==> src/sv/xoshiro128pp_byte_generator_top_macros.svh <==
// Assertion macros for the xoshiro128++ byte generator.
// Used by the top level only; needs nothing else.
`ifndef XOSHIRO128PP_BYTE_GENERATOR_TOP_MACROS_SVH
`define XOSHIRO128PP_BYTE_GENERATOR_TOP_MACROS_SVH

// Same-cycle implication, ignored while in reset
`define XPBG_ASSERT_IMPLIES(lbl, ck, rstn, ante, cons) \
    lbl: assert property (@(posedge ck) disable iff (!rstn) (ante) |-> (cons)) \
        else $error("xpbg: same-cycle check failed");

// Next-cycle implication, ignored while in reset
`define XPBG_ASSERT_NEXT(lbl, ck, rstn, ante, cons) \
    lbl: assert property (@(posedge ck) disable iff (!rstn) (ante) |=> (cons)) \
        else $error("xpbg: next-cycle check failed");

`endif

==> src/sv/xpbg_pkg.sv <==
// Shared types and constants of the xoshiro128++ byte generator.
// No dependencies; imported by every module of the block.
package xpbg_pkg;

    localparam int WORD_W  = 32;
    localparam int BYTE_W  = 8;
    localparam int COUNT_W = 7;

    // Largest request; larger counts saturate to this
    localparam logic [COUNT_W-1:0] MAX_BYTES = 7'd64;

    // Command codes on the input channel
    localparam logic CMD_ENTROPY = 1'b0;
    localparam logic CMD_BYTES   = 1'b1;

    // Seed words loaded at reset
    localparam logic [WORD_W-1:0] SEED0 = 32'h0E466F34;
    localparam logic [WORD_W-1:0] SEED1 = 32'hA2EA3931;
    localparam logic [WORD_W-1:0] SEED2 = 32'hBBC1951E;
    localparam logic [WORD_W-1:0] SEED3 = 32'h475D083D;

    // Generator shift and rotate amounts
    localparam int ROT_OUT   = 7;
    localparam int SHIFT_T   = 9;
    localparam int ROT_STATE = 11;

    typedef enum logic {
        OP_ENTROPY = 1'b0,
        OP_BYTES   = 1'b1
    } op_t;

    // One classified command, as held in the queue
    typedef struct packed {
        op_t                 kind;
        logic [WORD_W-1:0]   entropy;
        logic [COUNT_W-1:0]  count;
    } queue_entry_t;

    // Rotate left by a constant amount between 1 and 31
    function automatic logic [WORD_W-1:0] rotl32(input logic [WORD_W-1:0] v,
                                                 input int n);
        rotl32 = (v << n) | (v >> (WORD_W - n));
    endfunction

endpackage

==> src/sv/xpbg_queue.sv <==
// Short command queue between the front and back of the byte generator.
// Depends on xpbg_pkg for the entry type.
module xpbg_queue #(
    parameter int DEPTH = 2
) (
    input  logic                  clk,
    input  logic                  rst_n,
    input  logic                  push,
    input  xpbg_pkg::queue_entry_t wr_entry,
    output logic                  wr_ready,
    input  logic                  pop,
    output xpbg_pkg::queue_entry_t rd_entry,
    output logic                  rd_valid
);
    import xpbg_pkg::*;

    localparam int PTR_W = (DEPTH > 1) ? $clog2(DEPTH) : 1;
    localparam int CNT_W = $clog2(DEPTH + 1);

    queue_entry_t           slot_reg [DEPTH];
    logic [PTR_W-1:0]       wr_ptr_reg, wr_ptr_next;
    logic [PTR_W-1:0]       rd_ptr_reg, rd_ptr_next;
    logic [CNT_W-1:0]       fill_reg, fill_next;
    logic                   push_ok, pop_ok;

    assign wr_ready = (fill_reg != CNT_W'(DEPTH));
    assign rd_valid = (fill_reg != '0);
    assign push_ok  = push && wr_ready;
    assign pop_ok   = pop && rd_valid;
    assign rd_entry = slot_reg[rd_ptr_reg];

    // Advance pointers with wrap, track fill level
    always_comb
    begin
        wr_ptr_next = wr_ptr_reg;
        rd_ptr_next = rd_ptr_reg;
        fill_next   = fill_reg;
        if (push_ok)
        begin
            wr_ptr_next = (wr_ptr_reg == PTR_W'(DEPTH - 1)) ? '0 : wr_ptr_reg + 1'b1;
        end
        if (pop_ok)
        begin
            rd_ptr_next = (rd_ptr_reg == PTR_W'(DEPTH - 1)) ? '0 : rd_ptr_reg + 1'b1;
        end
        priority if (push_ok && !pop_ok)
        begin
            fill_next = fill_reg + 1'b1;
        end
        else if (pop_ok && !push_ok)
        begin
            fill_next = fill_reg - 1'b1;
        end
    end

    always_ff @(posedge clk or negedge rst_n)
    begin
        if (!rst_n)
        begin
            wr_ptr_reg <= '0;
            rd_ptr_reg <= '0;
            fill_reg   <= '0;
        end
        else
        begin
            wr_ptr_reg <= wr_ptr_next;
            rd_ptr_reg <= rd_ptr_next;
            fill_reg   <= fill_next;
        end
    end

    // Store the incoming entry
    always_ff @(posedge clk)
    begin
        if (push_ok)
        begin
            slot_reg[wr_ptr_reg] <= wr_entry;
        end
    end

endmodule

==> src/sv/xpbg_front.sv <==
// Front end of the byte generator: takes input beats, classifies them,
// saturates the byte count and drops empty requests. Depends on xpbg_pkg.
module xpbg_front (
    input  logic                                 clk,
    input  logic                                 rst_n,
    input  logic                                 in_valid,
    output logic                                 in_stall,
    input  logic                                 cmd,
    input  logic [xpbg_pkg::WORD_W-1:0]          entropy,
    input  logic [xpbg_pkg::COUNT_W-1:0]         byte_count,
    output logic                                 push,
    output xpbg_pkg::queue_entry_t               entry,
    input  logic                                 wr_ready
);
    import xpbg_pkg::*;

    logic          hold_valid_reg, hold_valid_next;
    queue_entry_t  hold_entry_reg;
    queue_entry_t  classified;
    logic          accept;
    logic          keep;

    // Stall only while the held beat cannot move into the queue
    assign in_stall = hold_valid_reg && !wr_ready;
    assign accept   = in_valid && !in_stall;
    assign push     = hold_valid_reg;
    assign entry    = hold_entry_reg;

    // Classify the beat and clamp its count
    always_comb
    begin
        classified.kind    = (cmd == CMD_BYTES) ? OP_BYTES : OP_ENTROPY;
        classified.entropy = entropy;
        classified.count   = (byte_count > MAX_BYTES) ? MAX_BYTES : byte_count;
        keep               = (cmd == CMD_ENTROPY) || (byte_count != '0);
    end

    always_comb
    begin
        hold_valid_next = hold_valid_reg;
        priority if (accept)
        begin
            hold_valid_next = keep;
        end
        else if (wr_ready)
        begin
            hold_valid_next = 1'b0;
        end
    end

    always_ff @(posedge clk or negedge rst_n)
    begin
        if (!rst_n)
        begin
            hold_valid_reg <= 1'b0;
        end
        else
        begin
            hold_valid_reg <= hold_valid_next;
        end
    end

    // Capture the classified beat
    always_ff @(posedge clk)
    begin
        if (accept)
        begin
            hold_entry_reg <= classified;
        end
    end

endmodule

==> src/sv/xpbg_back.sv <==
// Back end of the byte generator: holds the xoshiro128++ state, applies
// entropy and streams request bytes through an output register. Depends on xpbg_pkg.
module xpbg_back (
    input  logic                         clk,
    input  logic                         rst_n,
    input  xpbg_pkg::queue_entry_t       rd_entry,
    input  logic                         rd_valid,
    output logic                         pop,
    output logic                         out_valid,
    input  logic                         out_stall,
    output logic [xpbg_pkg::BYTE_W-1:0]  rand_byte,
    output logic                         last_byte
);
    import xpbg_pkg::*;

    typedef enum logic [1:0] {
        ST_IDLE = 2'b01,
        ST_RUN  = 2'b10
    } back_state_t;

    back_state_t           state_reg, state_next;
    logic [WORD_W-1:0]     st_reg [4];
    logic [WORD_W-1:0]     st_next [4];
    logic [WORD_W-1:0]     word_reg, word_next;
    logic [COUNT_W-1:0]    left_reg, left_next;
    logic [1:0]            phase_reg, phase_next;
    logic                  out_valid_reg, out_valid_next;
    logic [BYTE_W-1:0]     byte_reg, byte_next;
    logic                  last_reg, last_next;
    logic                  load_out;
    logic [WORD_W-1:0]     drawn;
    logic [WORD_W-1:0]     mixed;
    logic [WORD_W-1:0]     t_word, s2_x, s3_x, s1_x, s0_x;

    assign out_valid = out_valid_reg;
    assign rand_byte = byte_reg;
    assign last_byte = last_reg;
    assign load_out  = !out_valid_reg || !out_stall;
    assign mixed     = st_reg[0] ^ rd_entry.entropy;

    // One generator step on the current state
    always_comb
    begin
        drawn  = rotl32(st_reg[0] + st_reg[3], ROT_OUT) + st_reg[0];
        t_word = st_reg[1] << SHIFT_T;
        s2_x   = st_reg[2] ^ st_reg[0];
        s3_x   = st_reg[3] ^ st_reg[1];
        s1_x   = st_reg[1] ^ s2_x;
        s0_x   = st_reg[0] ^ s3_x;
    end

    always_comb
    begin
        state_next     = state_reg;
        st_next        = st_reg;
        word_next      = word_reg;
        left_next      = left_reg;
        phase_next     = phase_reg;
        byte_next      = byte_reg;
        last_next      = last_reg;
        out_valid_next = out_valid_reg && out_stall;
        pop            = 1'b0;
        unique case (state_reg)
            ST_IDLE:
            begin
                // Take the next command from the queue
                if (rd_valid)
                begin
                    pop = 1'b1;
                    if (rd_entry.kind == OP_ENTROPY)
                    begin
                        if (mixed != '0)
                        begin
                            st_next[0] = mixed;
                        end
                    end
                    else
                    begin
                        left_next  = rd_entry.count;
                        phase_next = '0;
                        state_next = ST_RUN;
                    end
                end
            end
            ST_RUN:
            begin
                // Emit one byte per free output slot
                if (load_out)
                begin
                    out_valid_next = 1'b1;
                    if (phase_reg == '0)
                    begin
                        st_next[0] = s0_x;
                        st_next[1] = s1_x;
                        st_next[2] = s2_x ^ t_word;
                        st_next[3] = rotl32(s3_x, ROT_STATE);
                        word_next  = drawn;
                        byte_next  = drawn[BYTE_W-1:0];
                    end
                    else
                    begin
                        word_next = word_reg >> BYTE_W;
                        byte_next = word_reg[2*BYTE_W-1:BYTE_W];
                    end
                    phase_next = phase_reg + 1'b1;
                    left_next  = left_reg - 1'b1;
                    last_next  = (left_reg == COUNT_W'(1));
                    if (left_reg == COUNT_W'(1))
                    begin
                        state_next = ST_IDLE;
                    end
                end
            end
            default:
            begin
                state_next = ST_IDLE;
            end
        endcase
    end

    always_ff @(posedge clk or negedge rst_n)
    begin
        if (!rst_n)
        begin
            state_reg     <= ST_IDLE;
            st_reg[0]     <= SEED0;
            st_reg[1]     <= SEED1;
            st_reg[2]     <= SEED2;
            st_reg[3]     <= SEED3;
            left_reg      <= '0;
            phase_reg     <= '0;
            out_valid_reg <= 1'b0;
        end
        else
        begin
            state_reg     <= state_next;
            st_reg        <= st_next;
            left_reg      <= left_next;
            phase_reg     <= phase_next;
            out_valid_reg <= out_valid_next;
        end
    end

    // Payload registers
    always_ff @(posedge clk)
    begin
        word_reg <= word_next;
        byte_reg <= byte_next;
        last_reg <= last_next;
    end

endmodule

==> src/sv/xoshiro128pp_byte_generator_top.sv <==
// Top level of the xoshiro128++ byte generator: front end, command queue, back end.
// Depends on xpbg_pkg, xpbg_front, xpbg_queue, xpbg_back and the macros header.
//
//   channel | direction | handshake              | payload
//   in      | in        | in_valid / in_stall    | cmd, entropy, byte_count
//   out     | out       | out_valid / out_stall  | rand_byte, last_byte
//
// The back end applies an entropy beat as it pops it; a request of N bytes leaves
// the queue and then streams N bytes, one byte per cycle while out_stall is low,
// paced by the single output register. Empty requests are dropped at the front.
// Reset loads the seed words and empties the queue and output register.
// A stalled output holds the back end; the front keeps taking beats while
// the queue has room.
`include "xoshiro128pp_byte_generator_top_macros.svh"

module xoshiro128pp_byte_generator_top #(
    parameter int QUEUE_DEPTH = 2
) (
    input  logic                          clk,
    input  logic                          rst_n,
    input  logic                          in_valid,
    output logic                          in_stall,
    input  logic                          cmd,
    input  logic [xpbg_pkg::WORD_W-1:0]   entropy,
    input  logic [xpbg_pkg::COUNT_W-1:0]  byte_count,
    output logic                          out_valid,
    input  logic                          out_stall,
    output logic [xpbg_pkg::BYTE_W-1:0]   rand_byte,
    output logic                          last_byte
);
    import xpbg_pkg::*;

    logic          q_push;
    queue_entry_t  q_wr_entry;
    logic          q_wr_ready;
    logic          q_pop;
    queue_entry_t  q_rd_entry;
    logic          q_rd_valid;

    xpbg_front u_front (
        .clk        (clk),
        .rst_n      (rst_n),
        .in_valid   (in_valid),
        .in_stall   (in_stall),
        .cmd        (cmd),
        .entropy    (entropy),
        .byte_count (byte_count),
        .push       (q_push),
        .entry      (q_wr_entry),
        .wr_ready   (q_wr_ready)
    );

    xpbg_queue #(
        .DEPTH (QUEUE_DEPTH)
    ) u_queue (
        .clk      (clk),
        .rst_n    (rst_n),
        .push     (q_push),
        .wr_entry (q_wr_entry),
        .wr_ready (q_wr_ready),
        .pop      (q_pop),
        .rd_entry (q_rd_entry),
        .rd_valid (q_rd_valid)
    );

    xpbg_back u_back (
        .clk       (clk),
        .rst_n     (rst_n),
        .rd_entry  (q_rd_entry),
        .rd_valid  (q_rd_valid),
        .pop       (q_pop),
        .out_valid (out_valid),
        .out_stall (out_stall),
        .rand_byte (rand_byte),
        .last_byte (last_byte)
    );

    // Entropy beats and non-empty requests must reach the queue side
    `XPBG_ASSERT_NEXT(a_front_keeps, clk, rst_n,
        in_valid && !in_stall && (cmd == CMD_ENTROPY || byte_count != '0), q_push)
    // A taken byte that is not the last is followed straight away by the next
    `XPBG_ASSERT_NEXT(a_burst_gapless, clk, rst_n,
        out_valid && !out_stall && !last_byte, out_valid)
    // The back end pops only a queue that holds an entry
    `XPBG_ASSERT_IMPLIES(a_pop_nonempty, clk, rst_n, q_pop, q_rd_valid)

endmodule
==> config.mk <==
export PLATFORM = sky130hd
export DESIGN_NAME = xoshiro128pp_byte_generator_top
export DESIGN_NICKNAME = d
export VERILOG_FILES = /design/src/sv/xpbg_pkg.sv /design/src/sv/xpbg_queue.sv /design/src/sv/xpbg_front.sv /design/src/sv/xpbg_back.sv /design/src/sv/xoshiro128pp_byte_generator_top.sv
export VERILOG_INCLUDE_DIRS = /design/src /design/src/sv
export SDC_FILE = /design/constraint.sdc
export NUM_CORES = 1
export LEC_CHECK = 0
export ABC_AREA = 1
export BUFFER_PORTS_ARGS = -buffer_cell sky130_fd_sc_hd__buf_2
export CELL_PAD_IN_SITES_DETAIL_PLACEMENT = 2
export CELL_PAD_IN_SITES_GLOBAL_PLACEMENT = 2
export CORE_UTILIZATION = 30
export DETAILED_ROUTE_END_ITERATION = 16
export GPL_TIMING_DRIVEN = 0
export PLACE_DENSITY_LB_ADDON = 0.1
export SYNTH_ARGS = -nofsm -noshare
export SYNTH_HDL_FRONTEND = slang
export SYNTH_SLANG_ARGS = --single-unit
==> constraint.sdc <==
create_clock -name clk -period 4.06 [get_ports clk]
set_clock_uncertainty 0.05 [all_clocks]
set_input_delay 0.203 -clock clk [delete_from_list [all_inputs] [get_ports clk]]
set_output_delay 0.203 -clock clk [all_outputs]
set_load 0.03 [all_outputs]
==> results of run 1 <==
[layout make-up]
type | count | area share (%)
tap | 756 | 4.51
inverter | 183 | 3.28
timing repair buffer | 134 | 4.99
sequential | 298 | 39.7
buffer | 57 | 1.45
clock buffer | 50 | 4.98
clock inverter | 18 | 1.07
antenna | 2 | 0.0238
multi-input combinational | 1536 | 40.0
[cells in the mapped netlist, drive strengths merged, types with 2 or more instances]
| library cell | n |
|---|---|
| nand2 | 638 |
| nor2 | 213 |
| inv | 182 |
| edfxtp | 153 |
| o21ai | 141 |
| nand3 | 123 |
| a21oi | 83 |
| xnor2 | 83 |
| dfrtp | 82 |
| xor2 | 75 |
| ha | 66 |
| dfstp | 63 |
| clkbuf | 31 |
| buf | 26 |
| or2 | 23 |
| a31o | 22 |
| nor3 | 16 |
| nand4 | 10 |
| o21bai | 10 |
| o22ai | 8 |
| a31oi | 6 |
| nand3b | 4 |
| a21o | 3 |
| and3 | 2 |
| fa | 2 |
| nor4 | 2 |
| o211ai | 2 |
[layer usage]
layer	GRT usage, %	part of all wire, %	vias up
met4	5.71	2.4	0
met1	28.4	45	7426
met2	40.8	51	150
met5	0	0	-
met3	2.06	2.3	79
li1	-	-	7136
[final timing paths]
check	from	to	slack, ns	cells after the start
setup / recovery	u_back.st_reg[0]	u_back.word_reg[14]	0.13	18
hold / removal	rst_n	u_back.st_reg[126]	0.06	2
setup reg to reg	u_back.st_reg[0]	u_back.word_reg[14]	0.13	18
hold reg to reg	u_front.entry[19]	u_queue.slot_reg[1][19]	0.38	0
max in group asynchronous	rst_n	u_back.st_reg[96]	2.93	3
min in group clk	entropy[24]	u_front.entry[31]	0.29	2
[logic make-up after synthesis]
family | after synthesis
DFF | 298
AOI/OAI and AO/OA | 278
and+or+nand+nor | 1032
buffers and inverters | 240
adders and majority gates | 68
xor gates and xnor gates | 158
[through the flow]
step | setup TNS [ns] | setup WS (ns)
floorplan | 0 | 0.474
global placement | -29.50 | -0.957
detailed placement | -18.94 | -0.926
CTS | 0 | 0.0110
global route | -0.0514 | -0.0233
finish | 0 | 0.126
[critical path: stages (launching register included)]
cell,delay (ns)
dfstp_2,0.57
ha_1,0.17
inv_2,0.08
fa_2,0.40
o21ai_4,0.21
a21oi_4,0.12
o21bai_2,0.20
nand2_1,0.12
nand4_1,0.11
nand2_2,0.18
fa_2,0.46
nand3_1,0.09
nand2_1,0.10
nand2_1,0.11
nand2_2,0.12
nand2_1,0.11
nand3_2,0.13
xnor2_2,0.20
o21ai_0,0.11
[repair_timing]
item,CTS,global route
pin swaps,7,8
setup buffers,6,26
endpoints found under the hold margin,142,0
gates resized for setup,58,60
setup endpoints to repair,28,22
cloned,0,0
hold buffers,44,0
[layout by cell type, fill, tap and decap left out, drive strengths merged, types with 10 or more instances in the layout]
cell and instances:
nand2 638, nor2 213, inv 183, edfxtp 153, o21ai 141, nand3 123
buf 116, xnor2 83, a21oi 83, dfrtp 82, clkbuf 81, xor2 75
ha 66, dfstp 63, dlygate4sd3 44, or2 23, a31o 22, nor3 16
clkinv 11, nand4 10, o21bai 10
==> results.yml, run 1 <==
status:
  outcome: "finished clean"
setup_path:
  worst_ep_required_time_ns: 4.29
  cp.arrival_ns: 4.16
  endpoint_kind: "register"
  start_kind: "register"
  critPathMaxFanout: 4
  criticalPathCategory: "reg -> reg"
logic_synthesis:
  synth_cell_types: 40
  synth-compound-area-share_pct: 8.95
  synth_top_family_by_area: "simple AND/OR/NAND/NOR gates"
  syn-instance-count: 2074
  syn-cell-area_um2: 17300
  yosys.area.top_type: "edfxtp_1"
  synth_top_area_share_pct: 26.6
  synth_fp_nets: 2186
  synthSimpleGateAreaFrac_pct: 24.1
  avgSynthCellArea_um2: 8.32
  synthMuxAreaShare_pct: 0
  yosys_warnings: 0
  seq_area_frac_synth_pct: 48.1
  synth_xor_area_share_pct: 8.02
  synth_area_leaders: "edfxtp_1 27%, nand2_1 14%, dfrtp_1 12%, dfstp_2 9.6%, ha_1 4.8%"
  synth_fa_ha_area_share_pct: 5.02
  synth_edf_count: 153
  synth-seq-cells: 298
  async_flop_share_pct: 48.7
  ys.flop_type: "edfxtp_1"
run:
  max_cap_viol_count: 0
routing:
  drcViolationCount: 0
  num_vias: 14800
  drt-pass1-iter-count: 4
  vias_per_cell: 4.88
  routedWlPerCell_um: 21.7
  wl_um: 65700
  drt_iter0_markers: 555
  ant_nets: 0
die:
  dieArea_um2: 58500
  num_io_pins: 55
  start_util_pct: 30.5
  fp.dieH_um: 242
  dieWidth_um: 242
  core_um2: 56600
  row_count: 87
sta:
  worst_hold_slack_ns: 0.0608
  rsz0062_at_grt: "yes"
  relSlewSlack_pct: 40.1
  hold_violations: 0
  period_share_pct: 96.9
  drv_slew: 0
  clock.fmax_mhz: 254
  tightest_slew_ns: 0.898
  period_needed_ns: 3.93
  finalSetupViolations: 0
grt:
  overflow: 0
  grt_pass1_wl_um: 99400
  grt_pass1_vias: 16300
  antenna_found_initial: 0
  grt_max_degree: 111
  grt_usage_pct: 22.5
placement:
  place.port_buffers: 54
  hpwl_um: 51400
  placed_cell_area_um2: 18600
  place_inst: 2888
  gp_congestion: 0.881
layout:
  multiInputGateArea_um2: 8400
  fill_cells: 6378
  layout.nets: 2359
  area_growth_pct: 21.7
  fin_cells: 3034
  largest_reg_flops: 128
  register_area_um2: 8330
  finalCoreUtilization_pct: 37.1
  drive_gt1_share_pct: 16.7
  fin_area_um2: 21000
clock_tree:
  clockBufferDepth: 3
  htree_levels: 2
  cts_buffers: 37
  cts_num_sinks: 298
  cts_tree: "done"
  clkLatencyLatePin_ns: 0.57
  clkTransAtPathRegs_ns: 0.06
  cts-root-buf: "clkbuf_16"
min_path:
  hp-class: "in -> async"
Power of run 1 is left out: the tool's default activity adds up to more than one toggle a clock period on the data nets, which glitch-free logic cannot reach.
==> run 2: changes to the inputs <==
--- a/config.mk
+++ b/config.mk
@@ -10,6 +10,7 @@
 export BUFFER_PORTS_ARGS = -buffer_cell sky130_fd_sc_hd__buf_2
 export CELL_PAD_IN_SITES_DETAIL_PLACEMENT = 2
 export CELL_PAD_IN_SITES_GLOBAL_PLACEMENT = 2
+export CORE_ASPECT_RATIO = 1.25
 export CORE_UTILIZATION = 30
 export DETAILED_ROUTE_END_ITERATION = 16
 export GPL_TIMING_DRIVEN = 0
==> results.yml, run 2 (synthesis gave the netlist of run 1 again) <==
sta:
  period_share_pct: 96.7
  clock.fmax_mhz: 255
  drv_slew: 0
  fin_setup_tns_ns: 0
  rsz0062_at_grt: "yes"
  period_needed_ns: 3.93
  hold_violations: 0
  tightest_slew_ns: 0.910
  finalSetupViolations: 0
  relSlewSlack_pct: 38.9
layout:
  layout_common_cells: "614 x nand2_1, 200 x nor2_1, 177 x inv_1"
  largest_reg_flops: 128
  diodes: 0
  layout.nets: 2357
  fill_cells: 6372
  drive_gt1_share_pct: 17.1
  area_growth_pct: 21.9
  final_common_cell: "nand2_1"
setup_path:
  start_kind: "register"
  worst_ep_required_time_ns: 4.40
  path_common_cell: "nand2_1"
  cp.arrival_ns: 4.27
  crit_path_max_incr_delay_ns: 0.58
  r2r_cells: 20
  endpoint_kind: "register"
  crit_family: "simple AND/OR/NAND/NOR gates"
  worstReg2RegEnd: "u_back.word_reg[30]"
  regToRegStartpoint: "u_back.st_reg[0]"
  critPathMaxFanout: 4
  cpMaxStageDelayCell: "dfstp_2"
  crit_buf_inv: 4
  criticalPathCategory: "reg -> reg"
  regToRegSetupSlack_ns: 0.13
  crit_chain: "ha_1 > inv_2 > fa_2 > o21ai_4 > a21oi_4 > o21ai_4 > buf_4 > buf_4 > nand2_1 > nand2_1 > xor2_1 > ha_1 > nand2_1 > nor2_1 > nand2_1 > inv_1 > nand3_2 > nand3_1 > nand2_1 > nor2_1"
min_path:
  hp-class: "in -> async"
grt:
  grt_pass1_vias: 16700
  overflow: 0
  grt_pass1_wl_um: 102000
  grt_usage_pct: 23.2
  grt_max_degree: 92
  antenna_found_initial: 0
routing:
  vias_per_cell: 4.93
  ant_nets: 0
  drt-pass1-iter-count: 4
  drcViolationCount: 0
  num_vias: 14900
  routedWlPerCell_um: 22.2
  wl_um: 66800
  drt_iter0_markers: 427
clock_tree:
  clkLatencyLatePin_ns: 0.57
  htree_levels: 2
  clkTransAtPathRegs_ns: 0.07
  cts_num_sinks: 298
  cts_tree: "done"
  clockBufferDepth: 3
  cts-root-buf: "clkbuf_16"
  cts_buffers: 36
die:
  start_util_pct: 30.6
  core_um2: 56400
  fp.dieH_um: 270
  row_count: 97
  dieWidth_um: 217
  num_io_pins: 55
  dieArea_um2: 58500
placement:
  hpwl_um: 52600
  gp_congestion: 0.891
  place.port_buffers: 54
status:
  outcome: "finished clean"
run:
  max_cap_viol_count: 0
## run 2: changes by cell type in the layout (fill, tap and decap cells not counted), moves of 3 or more
cell / before / now
ha_1: 53 / 48
clkinv_2: 6 / 2
nor2_1: 205 / 200
ha_2: 5 / 9
clkbuf_1: 38 / 42
nor2_2: 6 / 9
clkbuf_8: 5 / 1
## run 2: repair_timing
item | CTS | global route
gates resized for setup | 78 | 58
endpoints found under the setup margin | 29 | 22
endpoints found under the hold margin | 102 | 0
hold buffers | 43 | 0
setup buffers | 10 | 22
pin swaps | 9 | 18
## run 2: layout make-up
class / instances / area [um2] / area share [%]
tap: 742 / 928 / 4.41
sequential: 298 / 8330 / 39.6
buffer: 57 / 305 / 1.45
clock inverter: 17 / 283 / 1.34
multi-input combinational: 1536 / 8480 / 40.3
clock buffer: 49 / 981 / 4.66
timing repair buffer: 133 / 1040 / 4.94
inverter: 183 / 689 / 3.28
## run 2: how the worst max path moves through the flow
| stage | start | endpoint | slack [ns] | depth (start not counted) |
|---|---|---|---|---|
| after floorplan | u_back.st_reg[0] | u_back.word_reg[31] | 0.47 | 20 |
| after global placement | u_back.st_reg[0] | u_back.word_reg[31] | -1.22 | 21 |
| after detailed placement | u_back.st_reg[0] | u_back.word_reg[31] | -1.22 | 21 |
| after CTS | u_back.st_reg[0] | u_back.word_reg[27] | 0.004 | 24 |
| after global routing | u_back.st_reg[0] | u_back.word_reg[29] | -0.02 | 21 |
| final | u_back.st_reg[0] | u_back.word_reg[30] | 0.13 | 20 |
## run 2: routing by layer
metal / wire [um] / up-vias / track usage, %
li1: - / 7134 / -
met1: 26700 / 7446 / 25.9
met2: 35600 / 178 / 44.4
met3: 1600 / 110 / 2.44
met4: 2940 / 0 / 9.17
met5: 0 / - / 0
## run 2: stage by stage
step | setup WS, ns | instance area, um2 | hold slack [ns] | util [%] | instances
6_report | 0.132 | 21000 | 0.141 | 37.3 | 3015
5_1_grt | -0.0213 | 21000 | 0.163 | 37.3 | 3015
4_1_cts | 0.00374 | 20700 | 0.120 | 36.6 | 2993
3_5_place_dp | -1.22 | 18600 | 0.129 | 32.9 | 2874
3_3_place_gp | -1.22 | 18500 | 0.329 | 32.7 | 2870
2_1_floorplan | 0.474 | 17300 | -0.143 | - | 2074
## run 2: worst reg2reg max path, cell delays in order (launching register included)
cell     delay (ns)
dfstp_2        0.58
ha_1           0.18
inv_2          0.08
fa_2           0.41
o21ai_4        0.22
a21oi_4        0.13
o21ai_4        0.20
buf_4          0.14
buf_4          0.11
nand2_1        0.05
nand2_1        0.07
xor2_1         0.07
ha_1           0.39
nand2_1        0.11
nor2_1         0.30
nand2_1        0.13
inv_1          0.09
nand3_2        0.10
nand3_1        0.11
nand2_1        0.05
nor2_1         0.20
Power of run 2 is left out for the same reason.
